--- config.mk ---
export PLATFORM = sky130hd
export DESIGN_NAME = cleb_front
export DESIGN_NICKNAME = d
export VERILOG_FILES = /design/src/rtl/core/cleb_pkg.sv /design/src/rtl/core/cleb_front.sv
export SDC_FILE = /design/constraint.sdc
export NUM_CORES = 1
export LEC_CHECK = 0
export ABC_CLOCK_PERIOD_IN_PS = 8900
export CORE_ASPECT_RATIO = 0.9
export CORE_MARGIN = 4
export CORE_UTILIZATION = 36
export CTS_CLUSTER_DIAMETER = 50
export DETAILED_ROUTE_END_ITERATION = 10
export DONT_BUFFER_PORTS = 1
export GPL_ROUTABILITY_DRIVEN = 0
export GPL_TIMING_DRIVEN = 0
export PLACE_DENSITY = 0.61
export SYNTH_ARGS = -nofsm -noshare
export SYNTH_HDL_FRONTEND = slang
export SYNTH_SLANG_ARGS = --single-unit
--- constraint.sdc ---
create_clock -name clock -period 8.9 [get_ports clock]
set_input_delay 2.67 -clock clock [delete_from_list [all_inputs] [get_ports clock]]
set_output_delay 2.67 -clock clock [all_outputs]
set_load 0.05 [all_outputs]
--- src/rtl/core/cleb_pkg.sv ---
// Package: shared constants, types and codes for the cursor line-edit buffer.
`default_nettype none
package cleb_pkg;

   localparam int CAPACITY_DEF = 1024;
   localparam int QUEUE_DEPTH = 2;

   localparam int MODE_W = 3;
   localparam int CHAR_W = 8;
   localparam int POS_W = 10;
   localparam int STATUS_W = 2;
   localparam int LEN_W = 11;

   localparam logic [MODE_W-1:0] MODE_INSERT = 3'd0;
   localparam logic [MODE_W-1:0] MODE_LEFT = 3'd1;
   localparam logic [MODE_W-1:0] MODE_RIGHT = 3'd2;
   localparam logic [MODE_W-1:0] MODE_BACK = 3'd3;
   localparam logic [MODE_W-1:0] MODE_READ = 3'd4;

   localparam logic [STATUS_W-1:0] ST_DONE = 2'd0;
   localparam logic [STATUS_W-1:0] ST_BOUNDARY = 2'd1;
   localparam logic [STATUS_W-1:0] ST_FULL = 2'd2;
   localparam logic [STATUS_W-1:0] ST_RANGE = 2'd3;

   typedef enum logic [1:0] {
      OP_NONE,
      OP_WRITE,
      OP_COPY,
      OP_READ
   } op_type;

   typedef enum logic {
      BK_IDLE,
      BK_FINISH
   } back_state_type;

   typedef struct packed {
      op_type              op;
      logic [CHAR_W-1:0]   wdata;
      logic [STATUS_W-1:0] status;
      logic [LEN_W-1:0]    text_length;
      logic [LEN_W-1:0]    cursor_pos;
   } cmd_info_type;

endpackage
`default_nettype wire

--- src/rtl/core/cleb_front.sv ---
// Front end: accepts transactions, checks bounds, keeps the cursor counters.
`default_nettype none
module cleb_front #(
   parameter int CAPACITY = cleb_pkg::CAPACITY_DEF,
   parameter int ADDR_W = $clog2(CAPACITY)
) (
   input  wire                          clock,
   input  wire                          reset,
   input  wire                          req_valid,
   output logic                         req_ready,
   input  wire [cleb_pkg::MODE_W-1:0]   req_mode,
   input  wire [cleb_pkg::CHAR_W-1:0]   req_char_in,
   input  wire [cleb_pkg::POS_W-1:0]    req_read_pos,
   input  wire                          queue_full,
   output logic                         push_valid,
   output cleb_pkg::cmd_info_type       push_info,
   output logic [ADDR_W-1:0]            push_rd_addr,
   output logic [ADDR_W-1:0]            push_wr_addr
);

   localparam int CNT_W = $clog2(CAPACITY + 1);
   localparam int WW = ((CNT_W > cleb_pkg::POS_W) ? CNT_W : cleb_pkg::POS_W) + 1;
   localparam logic [WW-1:0] CAP_W = WW'(CAPACITY);

   logic [CNT_W-1:0] left_ff, left_in;
   logic [CNT_W-1:0] right_ff, right_in;

   logic [WW-1:0] left_x, right_x, pos_x, len_x;
   logic [WW-1:0] rd_x, wr_x;
   logic          accept;

   assign req_ready = !queue_full;
   assign accept = req_valid && req_ready;
   assign left_x = WW'(left_ff);
   assign right_x = WW'(right_ff);
   assign pos_x = WW'(req_read_pos);
   assign len_x = left_x + right_x;

   always_comb begin
      left_in = left_ff;
      right_in = right_ff;
      rd_x = '0;
      wr_x = '0;
      push_info.op = cleb_pkg::OP_NONE;
      push_info.wdata = req_char_in;
      push_info.status = cleb_pkg::ST_DONE;
      case (req_mode)
         cleb_pkg::MODE_INSERT: begin
            if (len_x >= CAP_W) begin
               push_info.status = cleb_pkg::ST_FULL;
            end else begin
               push_info.op = cleb_pkg::OP_WRITE;
               wr_x = left_x;
               left_in = left_ff + CNT_W'(1);
            end
         end
         cleb_pkg::MODE_LEFT: begin
            if (left_ff == '0) begin
               push_info.status = cleb_pkg::ST_BOUNDARY;
            end else begin
               push_info.op = cleb_pkg::OP_COPY;
               rd_x = left_x - WW'(1);
               wr_x = CAP_W - right_x - WW'(1);
               left_in = left_ff - CNT_W'(1);
               right_in = right_ff + CNT_W'(1);
            end
         end
         cleb_pkg::MODE_RIGHT: begin
            if (right_ff == '0) begin
               push_info.status = cleb_pkg::ST_BOUNDARY;
            end else begin
               push_info.op = cleb_pkg::OP_COPY;
               rd_x = CAP_W - right_x;
               wr_x = left_x;
               left_in = left_ff + CNT_W'(1);
               right_in = right_ff - CNT_W'(1);
            end
         end
         cleb_pkg::MODE_BACK: begin
            if (left_ff == '0) begin
               push_info.status = cleb_pkg::ST_BOUNDARY;
            end else begin
               left_in = left_ff - CNT_W'(1);
            end
         end
         cleb_pkg::MODE_READ: begin
            if (pos_x >= len_x) begin
               push_info.status = cleb_pkg::ST_RANGE;
            end else begin
               push_info.op = cleb_pkg::OP_READ;
               if (pos_x < left_x) begin
                  rd_x = pos_x;
               end else begin
                  rd_x = CAP_W - right_x + pos_x - left_x;
               end
            end
         end
         default: begin
            push_info.status = cleb_pkg::ST_BOUNDARY;
         end
      endcase
      push_info.text_length = cleb_pkg::LEN_W'(WW'(left_in) + WW'(right_in));
      push_info.cursor_pos = cleb_pkg::LEN_W'(WW'(left_in));
   end

   assign push_valid = accept;
   assign push_rd_addr = ADDR_W'(rd_x);
   assign push_wr_addr = ADDR_W'(wr_x);

   always_ff @(posedge clock) begin
      if (reset) begin
         left_ff <= '0;
         right_ff <= '0;
      end else if (accept) begin
         left_ff <= left_in;
         right_ff <= right_in;
      end
   end

endmodule
`default_nettype wire

**Yosys cells after proc, flatten, opt, wreduce, memory -nomap -nowiden**

Index checks and enable logic that the tools add are counted.

- Flip-flop bits (word level): 22
- Logic and storage cells: 52
- Output and inout port bits: 56
- Bits of input ports: 25

- Equality and inequality tests: 4
- Reduce and logical (&&, ||, !) cells: 6
- Multiplexer cells: 26
- Magnitude comparators: 3
- Add/sub/neg operators: 11

Operator list:

| cell | count |
|---|---|
| 10-bit two-way mux | 7 |
| 10-bit case mux with 3 select lines | 2 |
| 11-bit two-way mux | 5 |
| 11-bit case mux with 3 select lines | 1 |
| 11-bit by 1-bit adder with 11-bit output, second input constant | 2 |
| 11-bit zero test | 2 |
| 11-bit case mux with 2 select lines | 1 |
| 11-bit by 1-bit subtractor with 11-bit output, second input constant | 2 |
| 10-bit by 1-bit subtractor with 10-bit output, second input constant | 2 |
| 2-bit case mux with 4 select lines | 2 |
| 11-bit by 11-bit adder with 12-bit output | 1 |
| 10-bit by 12-bit greater-or-equal comparator with 1-bit output | 1 |
| 12-bit by 11-bit greater-or-equal comparator with 1-bit output, second input constant | 1 |
| 11-bit adder | 1 |
| 10-bit by 11-bit < comparator with 1-bit output | 1 |
| 10-bit adder | 1 |
| 2-bit two-way mux | 5 |
| 1-bit by 10-bit subtractor with 10-bit output, first input constant | 1 |
| 10-bit subtractor | 1 |
| 3-bit by 2-bit equality test with 1-bit output, second input constant | 2 |
| 3-bit by 1-bit equality test with 1-bit output, second input constant | 1 |
| 3-bit equality test, second input constant | 1 |
| 3-bit zero test | 1 |
| 1-bit two-way mux | 3 |
| other kinds (3) | 3 |

**Depth between registers and ports, before layout**

- Word-level depth: 6
- Gate-level depth with buffers: 21
- Gate-level depth less buffers: 21

**Worst setup path after synthesis**

OpenSTA, ideal clock, no wires.

- Path type: input to output
- From: input req_mode[2] (netlist name)
- To: output push_info[21] (netlist name)
- Path buffers: 1
- Data required time: 6.230 ns
- Stages on the path: 14
- Arrival time: 6.973 ns
- Setup slack: -0.743 ns
- Cells stage by stage: buf_2 -> nor2_1 -> nand2_1 -> a211oi_1 -> a21boi_2 -> nand2b_1 -> a221o_1 -> o21ai_0 -> o21ai_0 -> ha_1 -> nor4_1 -> o41ai_1 -> xnor2_2 -> xnor2_1

RTL lines:

| item | RTL line | RTL |
|---|---|---|
| from (decl) | cleb_front.sv:11 | `input wire [cleb_pkg::MODE_W-1:0] req_mode,` |
| to (decl) | cleb_front.sv:16 | `output cleb_pkg::cmd_info_type push_info,` |

==> impl_metrics.ini <==
[die]
coreArea_um2 = 12700
rows = 39
initial_core_util_pct = 36.7
die_w_um = 128
dieHeight_um = 116
ios = 81
dieArea_um2 = 14800

[worst_setup_path]
critical_path_arrival_ns = 6.19
cpMaxStageDelayCell = o41ai_2
start_kind = input port
rr_endpoint = left_ff[0]
ff2ff_path_depth = 13
cp_cell_sequence = buf_12 -> nor2_4 -> nand2_4 -> a211oi_2 -> a21boi_4 -> nor2_4 -> o211ai_1 -> o21ai_2 -> a21oi_4 -> ha_4 -> a21oi_2 -> nor2_1 -> nor2_2 -> o21ai_2 -> nor4_2 -> o41ai_2 -> xnor2_2 -> xnor2_4
critPathMaxStageDelay_ns = 0.47
crit_required_ns = 6.23
path_max_fanout = 10
critPathBufInv = 1
endpoint_kind = primary output
reg2reg_slack_ns = 5.05
reg2reg_from = right_ff[0]
path_depth = 18
critPathKind = input port to primary output
critPathTopFamily = compound AO/OA/AOI/OAI gates

[sta]
clock_skew_ns = 0.00495
relSlewSlack_pct = 22.1
drv_slew = 0
rsz0062_at_grt = yes
worst_slew_pin_slew_ns = 1.17
setup_viol = 0
fin_crit_sh_pct = 99.6
fin_tns_setup_ns = 0
max_freq_ghz = 0.113
min_period_ns = 8.86
finalHoldViolations = 0
setup_slack_ns = 0.0366

[logic_synthesis]
syn_inst = 646
syn_avg_cell_area_um2 = 7.21
synth_fp_nets = 741
synth_cell_type_count = 74
synth_compound_gate_area_share_pct = 26.5
synth_fa_ha_area_share_pct = 20.6
synth_top_family_by_area = compound AO/OA/AOI/OAI gates
muxShareOfSynthArea_pct = 2.85
yosys_warnings = 0
synthSimpleGateAreaFrac_pct = 23.0
ys_seq_area_share_pct = 9.46
synthArstFlopShare_pct = 0
synth-xor-area-share_pct = 11.1
synth_edf_count = 0
syn-cell-area_um2 = 4660
ys_ff_latch = 22
synth_ff_type = dfxtp_1

[global_routing]
grt_max_degree = 13
grt_pass1_vias = 4731
grt_use_total_pct = 22.0
antenna_found_initial = 0
grt_first_pass_wirelength_um = 26000
grt-ovfl-total = 0

[place]
io_buffers = 0
dp_slack_ns = -1.13
hpwl_um = 13300

[power]
power_mw = 0.738
leakage_nw = 2.14
power_density_nw_per_um2 = 138
ir_worst_vdd_uv = 89.3

[clock_network]
htreeDepth = 1
clk_pin_slew_worst_paths_ns = 0.07
root_buffer = clkbuf_16
cts_sinks = 22
clk_path_buf_depth = 2
cts-hold-fix-buffers = 0
worstSkewPairLatency_ns = 0.27
cts_tree = yes
cts_made_buffers = 3

[hold_path]
hold_path.startpoint = left_ff[0]
min_path_cells = 2
hold_end = left_ff[0]
hold_class = flip-flop to flip-flop

[drt]
remaining_drc_errors = 0
wl_um = 16800
viasPerCell = 6.14
ant_nets = 0
drt-wirelength-per-cell_um = 20.4
drtIter0Drc = 448
firstDrtPassIters = 5
via_count = 5065

[cells_and_area]
drive_above_1_share_pct = 14.4
nNetsFinal = 757
layout-area-overhead-vs-synth_pct = 14.4
post-route-util_pct = 42.0
diodes = 0

[outcome]
status = finished clean

[flow_run]
max-cap-violations = 0
## cell type report
cell class,instances,area (um^2)
buffer,36,205
clock buffer,4,88.8
fill,1338,7360
inverter,32,125
multi-input combinational,556,4180
sequential,22,443
tap,164,205
timing repair buffer,11,78.8
## worst max path at each step
stage | from | to | slack [ns]
global placement | req_mode[0] | push_info[21] | -1.22
detailed placement | req_mode[0] | push_info[21] | -1.13
CTS | req_mode[0] | push_info[21] | -0.05
floorplan | req_mode[2] | push_info[21] | -0.17
global route | req_mode[2] | push_info[21] | -0.06
finish | req_mode[2] | push_info[21] | 0.04
## tightest hold or removal path: cells and delay by family (launching register included)
kind             cells  cell delay, ns
AO/OA/AOI/OAI        1            0.06
flip-flops           1            0.40
AND/OR/NAND/NOR      1            0.08
## through the flow
| stage | instances | hold slack [ns] | instance area [um^2] |
|---|---|---|---|
| 3_5_place_dp | 812 | 0.576 | 4890 |
| 4_1_cts | 817 | 0.584 | 5150 |
| 3_3_place_gp | 810 | 0.575 | 4880 |
| 6_report | 825 | 0.578 | 5330 |
| 5_1_grt | 825 | 0.609 | 5330 |
| 2_1_floorplan | 646 | 0.525 | 4670 |
## synth_stat cells (4+ instances only)
cell / instances / area (um^2)
a211oi_1: 5 / 37.5
a21o_1: 7 / 52.6
a21oi_1: 47 / 235
a22oi_1: 4 / 30.0
buf_2: 6 / 30.0
buf_4: 9 / 67.6
clkbuf_1: 19 / 71.3
dfxtp_1: 22 / 440
fa_1: 11 / 220
ha_1: 59 / 738
inv_1: 31 / 116
mux2i_1: 11 / 110
nand2_1: 77 / 289
nand2b_1: 8 / 50.1
nand3_1: 12 / 60.1
nand4_1: 7 / 43.8
nor2_1: 58 / 218
nor3_1: 30 / 150
o211a_1: 4 / 40.0
o211ai_1: 6 / 45.0
o21ai_0: 51 / 255
o21ai_1: 4 / 20.0
o21bai_1: 6 / 45.0
o221ai_1: 8 / 70.1
o22ai_1: 13 / 81.3
or2_2: 6 / 37.5
or3_1: 4 / 25.0
xnor2_1: 37 / 324
xor2_1: 20 / 175
## sequential cells by signal, indices dropped and copies added, names as in the netlist
name	flops
left_ff	11
right_ff	11
## cells by family (layout without fill, tap and decap cells)
family          after synthesis  count (layout)
mux                          13              13
compound gates              188             188
simple gates                226             227
buf+inv                      69              83
fa+ha+maj                    70              70
xor+xnor                     58              58
flops                        22              22
## routing by layer
metal	global-route usage (%)	wire length [um]	vias up
met5	0	0	-
met4	7.57	582	0
met3	3.55	1500	47
met2	35.5	7730	255
met1	29.8	6990	2394
li1	-	-	2369
## placed cells by master, fill, tap and decap left out, types with 8 or more instances in the layout
cell / n
fa_1: 11
clkbuf_1: 16
a21oi_1: 42
ha_1: 55
inv_1: 30
mux2i_1: 11
nor2_1: 56
o21ai_1: 9
nand2_1: 71
xor2_1: 19
o22ai_1: 13
dfxtp_1: 20
o221ai_1: 8
buf_4: 19
xnor2_1: 34
nand3_1: 12
nor3_1: 28
o21ai_0: 40
## where the power goes
group / switching (mW) / leakage (nW) / internal [mW] / total [mW]
Sequential: 0.00712 / 0.180 / 0.103 / 0.110
Combinational: 0.343 / 1.92 / 0.171 / 0.515
Clock: 0.0445 / 0.0442 / 0.0690 / 0.114
## repair_timing
item,CTS,global route
pin swaps,7,17
setup buffers,2,7
endpoints found under the setup margin,8,5
gates cloned,0,1
resized for setup,35,26
No activity file was read; power rests on OpenSTA's default activity.
