$ cat src/rtl/core/cleb_pkg.sv
// Package: shared constants, types and codes for the cursor line-edit buffer.
`default_nettype none
package cleb_pkg;

   localparam int CAPACITY_DEF = 1024;
   localparam int QUEUE_DEPTH = 2;

   localparam int MODE_W = 3;
   localparam int CHAR_W = 8;
   localparam int POS_W = 10;
   localparam int STATUS_W = 2;
   localparam int LEN_W = 11;

   localparam logic [MODE_W-1:0] MODE_INSERT = 3'd0;
   localparam logic [MODE_W-1:0] MODE_LEFT = 3'd1;
   localparam logic [MODE_W-1:0] MODE_RIGHT = 3'd2;
   localparam logic [MODE_W-1:0] MODE_BACK = 3'd3;
   localparam logic [MODE_W-1:0] MODE_READ = 3'd4;

   localparam logic [STATUS_W-1:0] ST_DONE = 2'd0;
   localparam logic [STATUS_W-1:0] ST_BOUNDARY = 2'd1;
   localparam logic [STATUS_W-1:0] ST_FULL = 2'd2;
   localparam logic [STATUS_W-1:0] ST_RANGE = 2'd3;

   typedef enum logic [1:0] {
      OP_NONE,
      OP_WRITE,
      OP_COPY,
      OP_READ
   } op_type;

   typedef enum logic {
      BK_IDLE,
      BK_FINISH
   } back_state_type;

   typedef struct packed {
      op_type              op;
      logic [CHAR_W-1:0]   wdata;
      logic [STATUS_W-1:0] status;
      logic [LEN_W-1:0]    text_length;
      logic [LEN_W-1:0]    cursor_pos;
   } cmd_info_type;

endpackage
`default_nettype wire

$ cat src/rtl/core/cleb_queue.sv
// Command queue between the front end and the back end.
`default_nettype none
module cleb_queue #(
   parameter int WIDTH = 8,
   parameter int DEPTH = cleb_pkg::QUEUE_DEPTH
) (
   input  wire              clock,
   input  wire              reset,
   input  wire              push,
   input  wire [WIDTH-1:0]  push_data,
   output logic             full,
   input  wire              pop,
   output logic [WIDTH-1:0] head_data,
   output logic             empty
);

   localparam int PTR_W = (DEPTH > 1) ? $clog2(DEPTH) : 1;
   localparam int CNT_W = $clog2(DEPTH + 1);

   logic [WIDTH-1:0] slot_ff [DEPTH];
   logic [PTR_W-1:0] wr_ptr_ff, wr_ptr_in;
   logic [PTR_W-1:0] rd_ptr_ff, rd_ptr_in;
   logic [CNT_W-1:0] count_ff, count_in;

   assign full = (count_ff == CNT_W'(DEPTH));
   assign empty = (count_ff == '0);
   assign head_data = slot_ff[rd_ptr_ff];

   always_comb begin
      wr_ptr_in = wr_ptr_ff;
      rd_ptr_in = rd_ptr_ff;
      count_in = count_ff;
      if (push) begin
         wr_ptr_in = (wr_ptr_ff == PTR_W'(DEPTH - 1)) ? '0 : wr_ptr_ff + PTR_W'(1);
      end
      if (pop) begin
         rd_ptr_in = (rd_ptr_ff == PTR_W'(DEPTH - 1)) ? '0 : rd_ptr_ff + PTR_W'(1);
      end
      if (push && !pop) begin
         count_in = count_ff + CNT_W'(1);
      end else if (pop && !push) begin
         count_in = count_ff - CNT_W'(1);
      end
   end

   always_ff @(posedge clock) begin
      if (reset) begin
         wr_ptr_ff <= '0;
         rd_ptr_ff <= '0;
         count_ff <= '0;
      end else begin
         wr_ptr_ff <= wr_ptr_in;
         rd_ptr_ff <= rd_ptr_in;
         count_ff <= count_in;
      end
   end

   always_ff @(posedge clock) begin
      if (push) begin
         slot_ff[wr_ptr_ff] <= push_data;
      end
   end

endmodule
`default_nettype wire

$ cat config.mk
export PLATFORM = sky130hd
export DESIGN_NAME = cleb_queue
export DESIGN_NICKNAME = d
export VERILOG_FILES = /design/src/rtl/core/cleb_pkg.sv /design/src/rtl/core/cleb_queue.sv
export SDC_FILE = /design/constraint.sdc
export NUM_CORES = 1
export LEC_CHECK = 0
export BUFFER_PORTS_ARGS = -buffer_cell sky130_fd_sc_hd__buf_2
export CORE_ASPECT_RATIO = 0.8
export CORE_MARGIN = 2
export CORE_UTILIZATION = 35
export DETAILED_ROUTE_END_ITERATION = 8
export GPL_TIMING_DRIVEN = 1
export PLACE_DENSITY = 0.68
export SLEW_MARGIN = 20
export SYNTH_ARGS = -nofsm -noshare
export SYNTH_HDL_FRONTEND = slang
export SYNTH_SLANG_ARGS = --single-unit
export TNS_END_PERCENT = 30
$ cat constraint.sdc
create_clock -name clock -period 2.15 [get_ports clock]
set_input_delay 0.5375 -clock clock [delete_from_list [all_inputs] [get_ports clock]]
set_output_delay 0.5375 -clock clock [all_outputs]
set_load 0.02 [all_outputs]
=== After elaboration in Yosys (flattened, before gate mapping) ===
Memory sizes are Yosys's and may differ from the RTL's. A register that Yosys moved wholly into a read port is not among the register bits.
Index checks and enable logic that the tools add are counted.

* Flip-flop bits (word level): 4
* Input port bits: 12
* Bits in writable memories: 16
* Memories kept: 1
* Logic and storage cells: 23
* Output and inout port bits: 10

{| class="wikitable"
|+ Memories
! name !! words !! width !! rd ports !! clocked after Yosys merged registers in !! write ports !! RTL line !! RTL
|-
| slot_ff || 2 || 8 || 1 || 1 || 1 || cleb_queue.sv:20 || <nowiki>logic [WIDTH-1:0] slot_ff [DEPTH];</nowiki>
|}

* Reductions and logical operators: 6
* Equality and inequality tests: 1
* $add $sub $neg: 4
* Multiplexer cells: 8

{| class="wikitable"
|+ Operator list
! kind !! count
|-
| 1-bit two-way mux || 6
|-
| 2-bit two-way mux || 2
|-
| 1-bit adder (second input constant) || 2
|-
| 2-bit by 1-bit adder with 2-bit output (second input constant) || 1
|-
| 2-bit == test (second input constant) || 1
|-
| 1-bit logical AND || 2
|-
| 1-bit logical NOT || 2
|-
| 2-bit logical NOT || 1
|-
| 2-bit nonzero test || 1
|-
| 2-bit by 1-bit subtractor with 2-bit output (second input constant) || 1
|}

=== Longest topological paths before layout ===
Gate-level depths: netlist (run 1).

* Depth in word-level cells: 4
* Mapped depth: 5
* Mapped depth without buffers: 5

=== Worst setup path after synthesis (run 1) ===
OpenSTA, ideal clock, no wires.

* Path kind: register -> output
* Start: reg (tool-made name)
* End: out head_data[0]
* Path slack: 759 ps
* Arrival time: 853 ps
* Data required time: 1,612 ps
* Stages on the path, launching flop included: 3
* Buffers on the path: 1
* Cells stage by stage: dfxtp_1 -> buf_2 -> mux2_2

{| class="wikitable"
|+ RTL lines
! element !! RTL line !! RTL
|-
| end, declared || cleb_queue.sv:13 || <nowiki>output logic [WIDTH-1:0] head_data,</nowiki>
|}

==> report_table.html, run 1 <==
<table>
<tr><th>Metric</th><th>Value</th></tr>
<tr><th colspan="2">Run status</th></tr>
<tr><td>Status</td><td>finished clean</td></tr>
<tr><th colspan="2">Place</th></tr>
<tr><td>Worst slack, placed</td><td>0.555 ns</td></tr>
<tr><td>Port Buf Inserts</td><td>21</td></tr>
<tr><td>Half-perimeter wire length after detailed placement</td><td>866 µm</td></tr>
<tr><td>Final weighted congestion in routability-driven placement</td><td>0.599</td></tr>
<tr><td>Number of placed cells counting well taps</td><td>93</td></tr>
<tr><td>Area after detailed placement</td><td>922 µm²</td></tr>
<tr><th colspan="2">Yosys</th></tr>
<tr><td>Net count after synthesis</td><td>60</td></tr>
<tr><td>Flip-flop and latch count after synthesis</td><td>21</td></tr>
<tr><td>Synthesized instance count</td><td>47</td></tr>
<tr><td>Synth top area cells</td><td>sky130_fd_sc_hd__edfxtp_1, sky130_fd_sc_hd__dfxtp_1, sky130_fd_sc_hd__mux2_2, sky130_fd_sc_hd__nor2_1, sky130_fd_sc_hd__xnor2_1</td></tr>
<tr><td>Proportion of synthesized chip area in sequential cells</td><td>74.1%</td></tr>
<tr><td>Number of different library cells in the post-synthesis netlist</td><td>15</td></tr>
<tr><td>Mapped cell area</td><td>783 µm²</td></tr>
<tr><td>Total of warnings raised by yosys</td><td>0</td></tr>
<tr><td>Cell type with the highest aggregate area in the netlist</td><td>sky130_fd_sc_hd__edfxtp_1</td></tr>
<tr><td>Syn avg cell area</td><td>16.7 µm²</td></tr>
<tr><td>Area fraction of the dominant cell type after synthesis</td><td>61.3%</td></tr>
<tr><th colspan="2">GRT</th></tr>
<tr><td>Pin count of the biggest net entering global routing</td><td>12</td></tr>
<tr><td>Initial antenna violation count</td><td>0</td></tr>
<tr><td>Wire length of the first global-routing pass</td><td>1720 µm</td></tr>
<tr><td>Gr ovfl total</td><td>0</td></tr>
<tr><td>Number of global-route vias before repair</td><td>397</td></tr>
<tr><td>Overall Global Routing Usage</td><td>9.29%</td></tr>
<tr><th colspan="2">Timing</th></tr>
<tr><td>Setup repair after global routing missed its margin</td><td>no</td></tr>
<tr><td>Highest achievable clock rate</td><td>522 MHz</td></tr>
<tr><td>Fin crit period</td><td>1.92 ns</td></tr>
<tr><td>Max-slew headroom at the worst pin</td><td>74.3%</td></tr>
<tr><td>Final hold slack</td><td>0.425 ns</td></tr>
<tr><td>Total negative slack for setup checks</td><td>0 ns</td></tr>
<tr><td>Final number of hold-violating endpoints</td><td>0</td></tr>
<tr><td>Transition time at the pin with the least slew margin</td><td>0.386 ns</td></tr>
<tr><td>Clock Skew</td><td>0.00132 ns</td></tr>
<tr><td>Fin worst setup slack</td><td>0.233 ns</td></tr>
<tr><td>Max-slew violation count</td><td>0</td></tr>
<tr><td>Number of setup violations in the final report</td><td>0</td></tr>
<tr><td>Crit share post-route</td><td>89.2%</td></tr>
<tr><th colspan="2">Power and ir drop</th></tr>
<tr><td>Total power of the final layout</td><td>795 µW</td></tr>
<tr><td>Cell Int Power</td><td>598 µW</td></tr>
<tr><td>Fraction of power spent switching nets</td><td>24.8%</td></tr>
<tr><td>Sequential share of power</td><td>61.0%</td></tr>
<tr><td>Combinational power share</td><td>16.2%</td></tr>
<tr><td>Switching power</td><td>197 µW</td></tr>
<tr><td>P_leak</td><td>0.378 nW</td></tr>
<tr><td>Share of total power in the clock network</td><td>22.8%</td></tr>
<tr><td>Peak ir drop on the vdd network</td><td>0.466 mV</td></tr>
<tr><td>Power density relative to cell area</td><td>838 nW/µm²</td></tr>
<tr><th colspan="2">Worst setup path</th></tr>
<tr><td>Depth of the worst register-to-register path</td><td>1</td></tr>
<tr><td>Series of cell instances along the critical path</td><td>mux2_2, buf_2</td></tr>
<tr><td>Cell count along the critical path</td><td>2</td></tr>
<tr><td>Slowest Stage Delay on Critical Path</td><td>0.55 ns</td></tr>
<tr><td>Data required, critical path</td><td>1.61 ns</td></tr>
<tr><td>Internal reg-to-reg setup slack</td><td>1.08 ns</td></tr>
<tr><td>CP endpoint kind</td><td>primary output</td></tr>
<tr><td>Cell type group with the largest total delay on the critical path</td><td>flip-flops</td></tr>
<tr><td>R2R Path Start</td><td>wr_ptr_ff$_SDFFE_PP0P_</td></tr>
<tr><td>Arrival time reported for the critical path endpoint</td><td>1.38 ns</td></tr>
<tr><td>Reg2Reg Capture Point</td><td>slot_ff[1][2]$_DFFE_PP_</td></tr>
<tr><td>Critical Path Sink</td><td>head_data[3]</td></tr>
<tr><td>Crit-path slowest cell</td><td>sky130_fd_sc_hd__dfxtp_1</td></tr>
<tr><td>Sum of buffers and inverters on the critical path</td><td>1</td></tr>
<tr><td>CP max FO</td><td>8</td></tr>
<tr><td>Startpoint-to-endpoint class of the critical path</td><td>reg -&gt; out</td></tr>
<tr><td>Crit path launch type</td><td>register</td></tr>
<tr><th colspan="2">Floorplan</th></tr>
<tr><td>Die Y-Extent</td><td>46.3 µm</td></tr>
<tr><td>Starting density of the core</td><td>36.6%</td></tr>
<tr><td>Top-level I/O count</td><td>22</td></tr>
<tr><td>DIE AREA</td><td>2630 µm²</td></tr>
<tr><td>Cell row count</td><td>15</td></tr>
<tr><td>Core area</td><td>2140 µm²</td></tr>
<tr><td>Die width</td><td>56.9 µm</td></tr>
<tr><th colspan="2">Clock tree</th></tr>
<tr><td>H-tree depth</td><td>1</td></tr>
<tr><td>CTS-repair resized insts</td><td>0</td></tr>
<tr><td>Clock transition at path regs</td><td>0.11 ns</td></tr>
<tr><td>Clock Latency Late Sink</td><td>0.29 ns</td></tr>
<tr><td>Sinks on the clock net</td><td>21</td></tr>
<tr><td>Num CTS Buffers</td><td>3</td></tr>
<tr><td>CTS Hold Bufs</td><td>0</td></tr>
<tr><td>Clock tree from TritonCTS</td><td>built</td></tr>
<tr><td>CTS max path bufs</td><td>2</td></tr>
<tr><td>Cell at the root of the clock tree</td><td>sky130_fd_sc_hd__clkbuf_4</td></tr>
<tr><td>Post-CTS Setup Bufs</td><td>0</td></tr>
<tr><th colspan="2">Job</th></tr>
<tr><td>Max-capacitance violation count</td><td>0</td></tr>
<tr><th colspan="2">Route</th></tr>
<tr><td>Antenna-violating nets left</td><td>0</td></tr>
<tr><td>Final Routed Wirelength</td><td>1200 µm</td></tr>
<tr><td>Wire length per cell</td><td>12.4 µm</td></tr>
<tr><td>Via-to-Cell Ratio</td><td>4.47</td></tr>
<tr><td>DR iter-0 viols</td><td>6</td></tr>
<tr><td>Post-detailed-route DRC marker count</td><td>0</td></tr>
<tr><td>Iteration count of the initial detailed-routing pass</td><td>2</td></tr>
<tr><td>Total vias in the final route</td><td>434</td></tr>
<tr><th colspan="2">Layout</th></tr>
<tr><td>Final cell count without fillers</td><td>97</td></tr>
<tr><td>Final #Nets</td><td>86</td></tr>
<tr><td>Highest-count cells in the layout ignoring fill and taps</td><td>sky130_fd_sc_hd__buf_2, sky130_fd_sc_hd__edfxtp_1, sky130_fd_sc_hd__mux2_2, sky130_fd_sc_hd__nor2_1, sky130_fd_sc_hd__dfxtp_1</td></tr>
<tr><td>Post-layout util</td><td>44.3%</td></tr>
<tr><td>Antenna cells</td><td>0</td></tr>
<tr><td>Post-route cell area</td><td>948 µm²</td></tr>
<tr><td>Share of final-layout standard cells stronger than drive strength 1</td><td>47.2%</td></tr>
<tr><td>Area growth syn-to-layout</td><td>21.1%</td></tr>
<tr><td>Most frequent standard cell in the layout excluding fill and tap cells</td><td>sky130_fd_sc_hd__buf_2</td></tr>
<tr><th colspan="2">Worst hold path</th></tr>
<tr><td>Tightest Hold Check Type</td><td>in -&gt; reg</td></tr>
</table>
layout make-up:
class | instances | area, µm²
fill | 216 | 1190
sequential | 21 | 581
multi-input combinational | 24 | 194
timing repair buffer | 22 | 113
tap | 25 | 31.3
clock buffer | 4 | 26.3
inverter | 1 | 3.75
sequential cells by signal, indices dropped and copies added, names as in the netlist, named ones only:
register and count:
count_ff 2, slot_ff 16, wr_ptr_ff 1, rd_ptr_ff 1
worst min path at each step:
stage / from / to / slack (ns) / cells past startpoint
detailed placement: count_ff[1]$_SDFFE_PP0P_ / count_ff[1]$_SDFFE_PP0P_ / 0.50 / 2
global route: push_data[7] / slot_ff[1][7]$_DFFE_PP_ / 0.40 / 1
floorplan: count_ff[1]$_SDFFE_PP0P_ / count_ff[1]$_SDFFE_PP0P_ / 0.46 / 2
CTS: push_data[7] / slot_ff[0][7]$_DFFE_PP_ / 0.41 / 1
finish: push_data[5] / slot_ff[0][5]$_DFFE_PP_ / 0.43 / 1
global placement: count_ff[1]$_SDFFE_PP0P_ / count_ff[1]$_SDFFE_PP0P_ / 0.49 / 2
cells by family (layout without fill, tap and decap cells):
family	count (synthesis)	after routing	share of synthesized area, %
xor+xnor	4	4	4.47
buf+inv	2	27	1.12
mux	8	8	11.5
simple gates	9	9	5.91
flops	21	21	74.1
compound gates	2	2	1.28
fa+ha+maj	1	1	1.60
cell usage after synthesis:
cell / count
sky130_fd_sc_hd__xor2_1: 2
sky130_fd_sc_hd__ha_1: 1
sky130_fd_sc_hd__o21ai_0: 1
sky130_fd_sc_hd__or3_1: 1
sky130_fd_sc_hd__and2_1: 1
sky130_fd_sc_hd__xnor2_1: 2
sky130_fd_sc_hd__mux2_2: 8
sky130_fd_sc_hd__buf_2: 1
sky130_fd_sc_hd__dfxtp_1: 5
sky130_fd_sc_hd__nor2b_1: 1
sky130_fd_sc_hd__a21oi_1: 1
sky130_fd_sc_hd__edfxtp_1: 16
sky130_fd_sc_hd__nor2_1: 5
sky130_fd_sc_hd__and2b_2: 1
sky130_fd_sc_hd__inv_1: 1
power by group through the flow:
stage	Clock, mW	Sequential (mW)	Combinational [mW]
finish	0.181	0.485	0.129
global route	0.207	0.489	0.139
CTS	0.191	0.486	0.131
detailed placement	0	0.495	0.129
global placement	0	0.494	0.127
floorplan	0	0.487	0.0901
layer usage:
layer	share of wire [%]	vias up	track usage [%]	wire, µm
li1	-	219	-	-
met1	42	198	9.98	504
met2	49	17	15.6	584
met3	9.4	0	6.46	113
met4	0	0	1.40	0
met5	0	-	0	0
No activity file was read; power rests on OpenSTA's default activity.
==> inputs of run 2 (changes only) <==
--- a/config.mk
+++ b/config.mk
@@ -6,12 +6,14 @@
 export NUM_CORES = 1
 export LEC_CHECK = 0
 export BUFFER_PORTS_ARGS = -buffer_cell sky130_fd_sc_hd__buf_2
+export CELL_PAD_IN_SITES_DETAIL_PLACEMENT = 1
+export CELL_PAD_IN_SITES_GLOBAL_PLACEMENT = 1
 export CORE_ASPECT_RATIO = 0.8
 export CORE_MARGIN = 2
 export CORE_UTILIZATION = 35
 export DETAILED_ROUTE_END_ITERATION = 8
 export GPL_TIMING_DRIVEN = 1
-export PLACE_DENSITY = 0.68
+export PLACE_DENSITY = 0.78
 export SLEW_MARGIN = 20
 export SYNTH_ARGS = -nofsm -noshare
 export SYNTH_HDL_FRONTEND = slang
==> constraint.sdc (replaced) <==
create_clock -name clock -period 1.9 [get_ports clock]
set_input_delay 0.475 -clock clock [delete_from_list [all_inputs] [get_ports clock]]
set_output_delay 0.475 -clock clock [all_outputs]
set_load 0.02 [all_outputs]
==> report_table.html, run 2 (same netlist as run 1, synthesis figures left out) <==
<table>
<tr><th>Metric</th><th>Value</th></tr>
<tr><th colspan="2">Run status</th></tr>
<tr><td>Status</td><td>finished clean (unchanged)</td></tr>
<tr><th colspan="2">Power and ir drop</th></tr>
<tr><td>Cell Int Power</td><td>677 µW (was 598 µW)</td></tr>
<tr><td>Combinational power share</td><td>16.1% (was 16.2%)</td></tr>
<tr><td>Fraction of power spent switching nets</td><td>24.3% (was 24.8%)</td></tr>
<tr><td>P_leak</td><td>0.378 nW (about the same)</td></tr>
<tr><td>Share of total power in the clock network</td><td>22.4% (was 22.8%)</td></tr>
<tr><td>Peak ir drop on the vdd network</td><td>0.440 mV (was 0.466 mV)</td></tr>
<tr><td>Switching power</td><td>218 µW (was 197 µW)</td></tr>
<tr><td>Sequential share of power</td><td>61.5% (was 61.0%)</td></tr>
<tr><td>Power density relative to cell area</td><td>943 nW/µm² (was 838 nW/µm²)</td></tr>
<tr><th colspan="2">Layout</th></tr>
<tr><td>Highest-count cells in the layout ignoring fill and taps</td><td>sky130_fd_sc_hd__buf_2, sky130_fd_sc_hd__edfxtp_1, sky130_fd_sc_hd__mux2_2, sky130_fd_sc_hd__nor2_1, sky130_fd_sc_hd__dfxtp_1 (unchanged)</td></tr>
<tr><td>Register bank with the most flops</td><td>slot_ff (unchanged)</td></tr>
<tr><td>Max reg flops</td><td>16 (unchanged)</td></tr>
<tr><td>Antenna cells</td><td>0 (unchanged)</td></tr>
<tr><td>Final #Nets</td><td>86 (unchanged)</td></tr>
<tr><td>Post-route cell area</td><td>950 µm² (was 948 µm²)</td></tr>
<tr><td>Filler cell count</td><td>240 (was 216)</td></tr>
<tr><td>Share of final-layout standard cells stronger than drive strength 1</td><td>48.6% (was 47.2%)</td></tr>
<tr><td>Area growth syn-to-layout</td><td>21.2% (was 21.1%)</td></tr>
<tr><td>Most frequent standard cell in the layout excluding fill and tap cells</td><td>sky130_fd_sc_hd__buf_2 (unchanged)</td></tr>
<tr><td>Largest registers</td><td>slot_ff: 16 flops, count_ff: 2 flops (unchanged)</td></tr>
<tr><th colspan="2">Worst setup path</th></tr>
<tr><td>CP endpoint kind</td><td>primary output (unchanged)</td></tr>
<tr><td>Reg2Reg Capture Point</td><td>slot_ff[1][2]$_DFFE_PP_ (unchanged)</td></tr>
<tr><td>Data required, critical path</td><td>1.42 ns (was 1.61 ns)</td></tr>
<tr><td>CP max FO</td><td>8 (unchanged)</td></tr>
<tr><td>Internal reg-to-reg setup slack</td><td>0.82 ns (was 1.08 ns)</td></tr>
<tr><td>R2R Path Start</td><td>wr_ptr_ff$_SDFFE_PP0P_ (unchanged)</td></tr>
<tr><td>Depth of the worst register-to-register path</td><td>1 (unchanged)</td></tr>
<tr><td>Arrival time reported for the critical path endpoint</td><td>1.25 ns (was 1.38 ns)</td></tr>
<tr><td>Crit path launch type</td><td>register (unchanged)</td></tr>
<tr><td>Startpoint-to-endpoint class of the critical path</td><td>reg -&gt; out (unchanged)</td></tr>
<tr><th colspan="2">Route</th></tr>
<tr><td>Final Routed Wirelength</td><td>1240 µm (was 1200 µm)</td></tr>
<tr><td>Iteration count of the initial detailed-routing pass</td><td>2 (unchanged)</td></tr>
<tr><td>Antenna-violating nets left</td><td>0 (unchanged)</td></tr>
<tr><td>DR iter-0 viols</td><td>5 (was 6)</td></tr>
<tr><td>Total vias in the final route</td><td>449 (was 434)</td></tr>
<tr><td>Wire length per cell</td><td>12.8 µm (was 12.4 µm)</td></tr>
<tr><td>Via-to-Cell Ratio</td><td>4.63 (was 4.47)</td></tr>
<tr><td>Post-detailed-route DRC marker count</td><td>0 (unchanged)</td></tr>
<tr><th colspan="2">GRT</th></tr>
<tr><td>Number of global-route vias before repair</td><td>431 (was 397)</td></tr>
<tr><td>Wire length of the first global-routing pass</td><td>2000 µm (was 1720 µm)</td></tr>
<tr><td>Initial antenna violation count</td><td>0 (unchanged)</td></tr>
<tr><td>Overall Global Routing Usage</td><td>10.7% (was 9.29%)</td></tr>
<tr><td>Pin count of the biggest net entering global routing</td><td>12 (unchanged)</td></tr>
<tr><td>Gr ovfl total</td><td>0 (unchanged)</td></tr>
<tr><th colspan="2">Place</th></tr>
<tr><td>Half-perimeter wire length after detailed placement</td><td>954 µm (was 866 µm)</td></tr>
<tr><td>Final weighted congestion in routability-driven placement</td><td>0.604 (was 0.599)</td></tr>
<tr><td>Port Buf Inserts</td><td>21 (unchanged)</td></tr>
<tr><td>Area after detailed placement</td><td>922 µm² (unchanged)</td></tr>
<tr><th colspan="2">Clock tree</th></tr>
<tr><td>Clock transition at path regs</td><td>0.11 ns (about the same)</td></tr>
<tr><td>Num CTS Buffers</td><td>3 (unchanged)</td></tr>
<tr><td>CTS max path bufs</td><td>2 (unchanged)</td></tr>
<tr><td>Cell at the root of the clock tree</td><td>sky130_fd_sc_hd__clkbuf_4 (unchanged)</td></tr>
<tr><td>Clock tree from TritonCTS</td><td>built (unchanged)</td></tr>
<tr><td>H-tree depth</td><td>1 (unchanged)</td></tr>
<tr><td>Post-CTS Setup Bufs</td><td>0 (unchanged)</td></tr>
<tr><td>Sinks on the clock net</td><td>21 (unchanged)</td></tr>
<tr><td>Clock Latency Late Sink</td><td>0.29 ns (about the same)</td></tr>
<tr><th colspan="2">Timing</th></tr>
<tr><td>Final number of hold-violating endpoints</td><td>0 (unchanged)</td></tr>
<tr><td>Max-slew headroom at the worst pin</td><td>74.6% (was 74.3%)</td></tr>
<tr><td>Crit share post-route</td><td>90.7%</td></tr>
<tr><td>Highest achievable clock rate</td><td>580 MHz</td></tr>
<tr><td>Clock Skew</td><td>0.00771 ns (was 0.00132 ns)</td></tr>
<tr><td>Setup repair after global routing missed its margin</td><td>no (unchanged)</td></tr>
<tr><td>Total negative slack for setup checks</td><td>0 ns (unchanged)</td></tr>
<tr><td>Fin crit period</td><td>1.72 ns</td></tr>
<tr><td>Number of setup violations in the final report</td><td>0 (unchanged)</td></tr>
<tr><td>Max-slew violation count</td><td>0 (unchanged)</td></tr>
<tr><td>Transition time at the pin with the least slew margin</td><td>0.381 ns (was 0.386 ns)</td></tr>
<tr><th colspan="2">Floorplan</th></tr>
<tr><td>Starting density of the core</td><td>36.6% (unchanged)</td></tr>
<tr><td>Die Y-Extent</td><td>46.3 µm (unchanged)</td></tr>
<tr><td>Die width</td><td>56.9 µm (unchanged)</td></tr>
<tr><td>DIE AREA</td><td>2630 µm² (unchanged)</td></tr>
<tr><td>Top-level I/O count</td><td>22 (unchanged)</td></tr>
<tr><td>Core area</td><td>2140 µm² (unchanged)</td></tr>
<tr><td>Cell row count</td><td>15 (unchanged)</td></tr>
<tr><th colspan="2">Worst hold path</th></tr>
<tr><td>End point of the worst hold path</td><td>slot_ff[0][1]$_DFFE_PP_ (was slot_ff[0][5]$_DFFE_PP_)</td></tr>
<tr><td>Tightest Hold Check Type</td><td>in -&gt; reg (unchanged)</td></tr>
<tr><td>Origin of the worst min-delay path</td><td>push_data[1] (was push_data[5])</td></tr>
<tr><td>Worst Hold Path Cells</td><td>1 (unchanged)</td></tr>
<tr><th colspan="2">Job</th></tr>
<tr><td>Max-capacitance violation count</td><td>0 (unchanged)</td></tr>
</table>
[run 2: cell counts in the layout (fill, tap and decap cells not counted)]
Identical to the previous run, type by type.
[run 2: timing repair]
item                                    in CTS  in global routing
endpoints found under the setup margin       0                  8
resized for setup                            0                  1
hold buffers                                 0                  0
endpoints found under the hold margin        0                  0
[run 2: worst max path at each step]
stage                        end  slack [ns]      from  cells past startpoint
detailed placement  head_data[1]        0.35  register                      2
floorplan           head_data[0]        0.57  register                      2
global route        head_data[1]         0.1  register                      2
global placement    head_data[1]        0.38  register                      2
finish              head_data[1]        0.18  register                      2
CTS                 head_data[1]        0.01  register                      2
[run 2: stage by stage]
step | total power, mW | setup slack (ns) | hold slack [ns] | utilization [%] | instances
2_1_floorplan | 0.653 | 0.572 | 0.461 | - | 47
3_3_place_gp | 0.701 | 0.378 | 0.486 | 43.1 | 93
3_5_place_dp | 0.708 | 0.349 | 0.510 | 43.1 | 93
4_1_cts | 0.912 | 0.00982 | 0.352 | 44.3 | 97
5_1_grt | 0.947 | 0.0988 | 0.337 | 44.4 | 97
6_report | 0.895 | 0.177 | 0.365 | 44.4 | 97
[run 2: area by class of cell]
type,count,area (µm²),share of cell area [%]
Sequential cell,21,582,61.3
Clock buffer,4,26.3,2.77
Inverter,1,3.75,0.395
Multi-Input combinational cell,24,194,20.4
Tap cell,25,31.3,3.29
Timing Repair Buffer,22,113,11.9
[run 2: layer usage]
layer  track usage, %  up-vias  part of all wire, %
met5                0        -                    0
li1                 -      218                    -
met1             13.2      213                   40
met4             5.58        0                  1.3
met2             17.5       16                   50
met3             3.09        2                  8.5
[run 2: power groups by stage]
stage               Combinational, mW  Clock [mW]  Sequential, mW
detailed placement              0.146           0           0.562
CTS                             0.148       0.213           0.551
global route                    0.158       0.233           0.555
global placement                0.142           0           0.558
floorplan                       0.102           0           0.551
finish                          0.144       0.201           0.551
[run 2: critical path, stage by stage, from the launching register on]
cell and delay, ns:
sky130_fd_sc_hd__dfxtp_2 0.45, sky130_fd_sc_hd__mux2_2 0.36, sky130_fd_sc_hd__buf_2 0.16
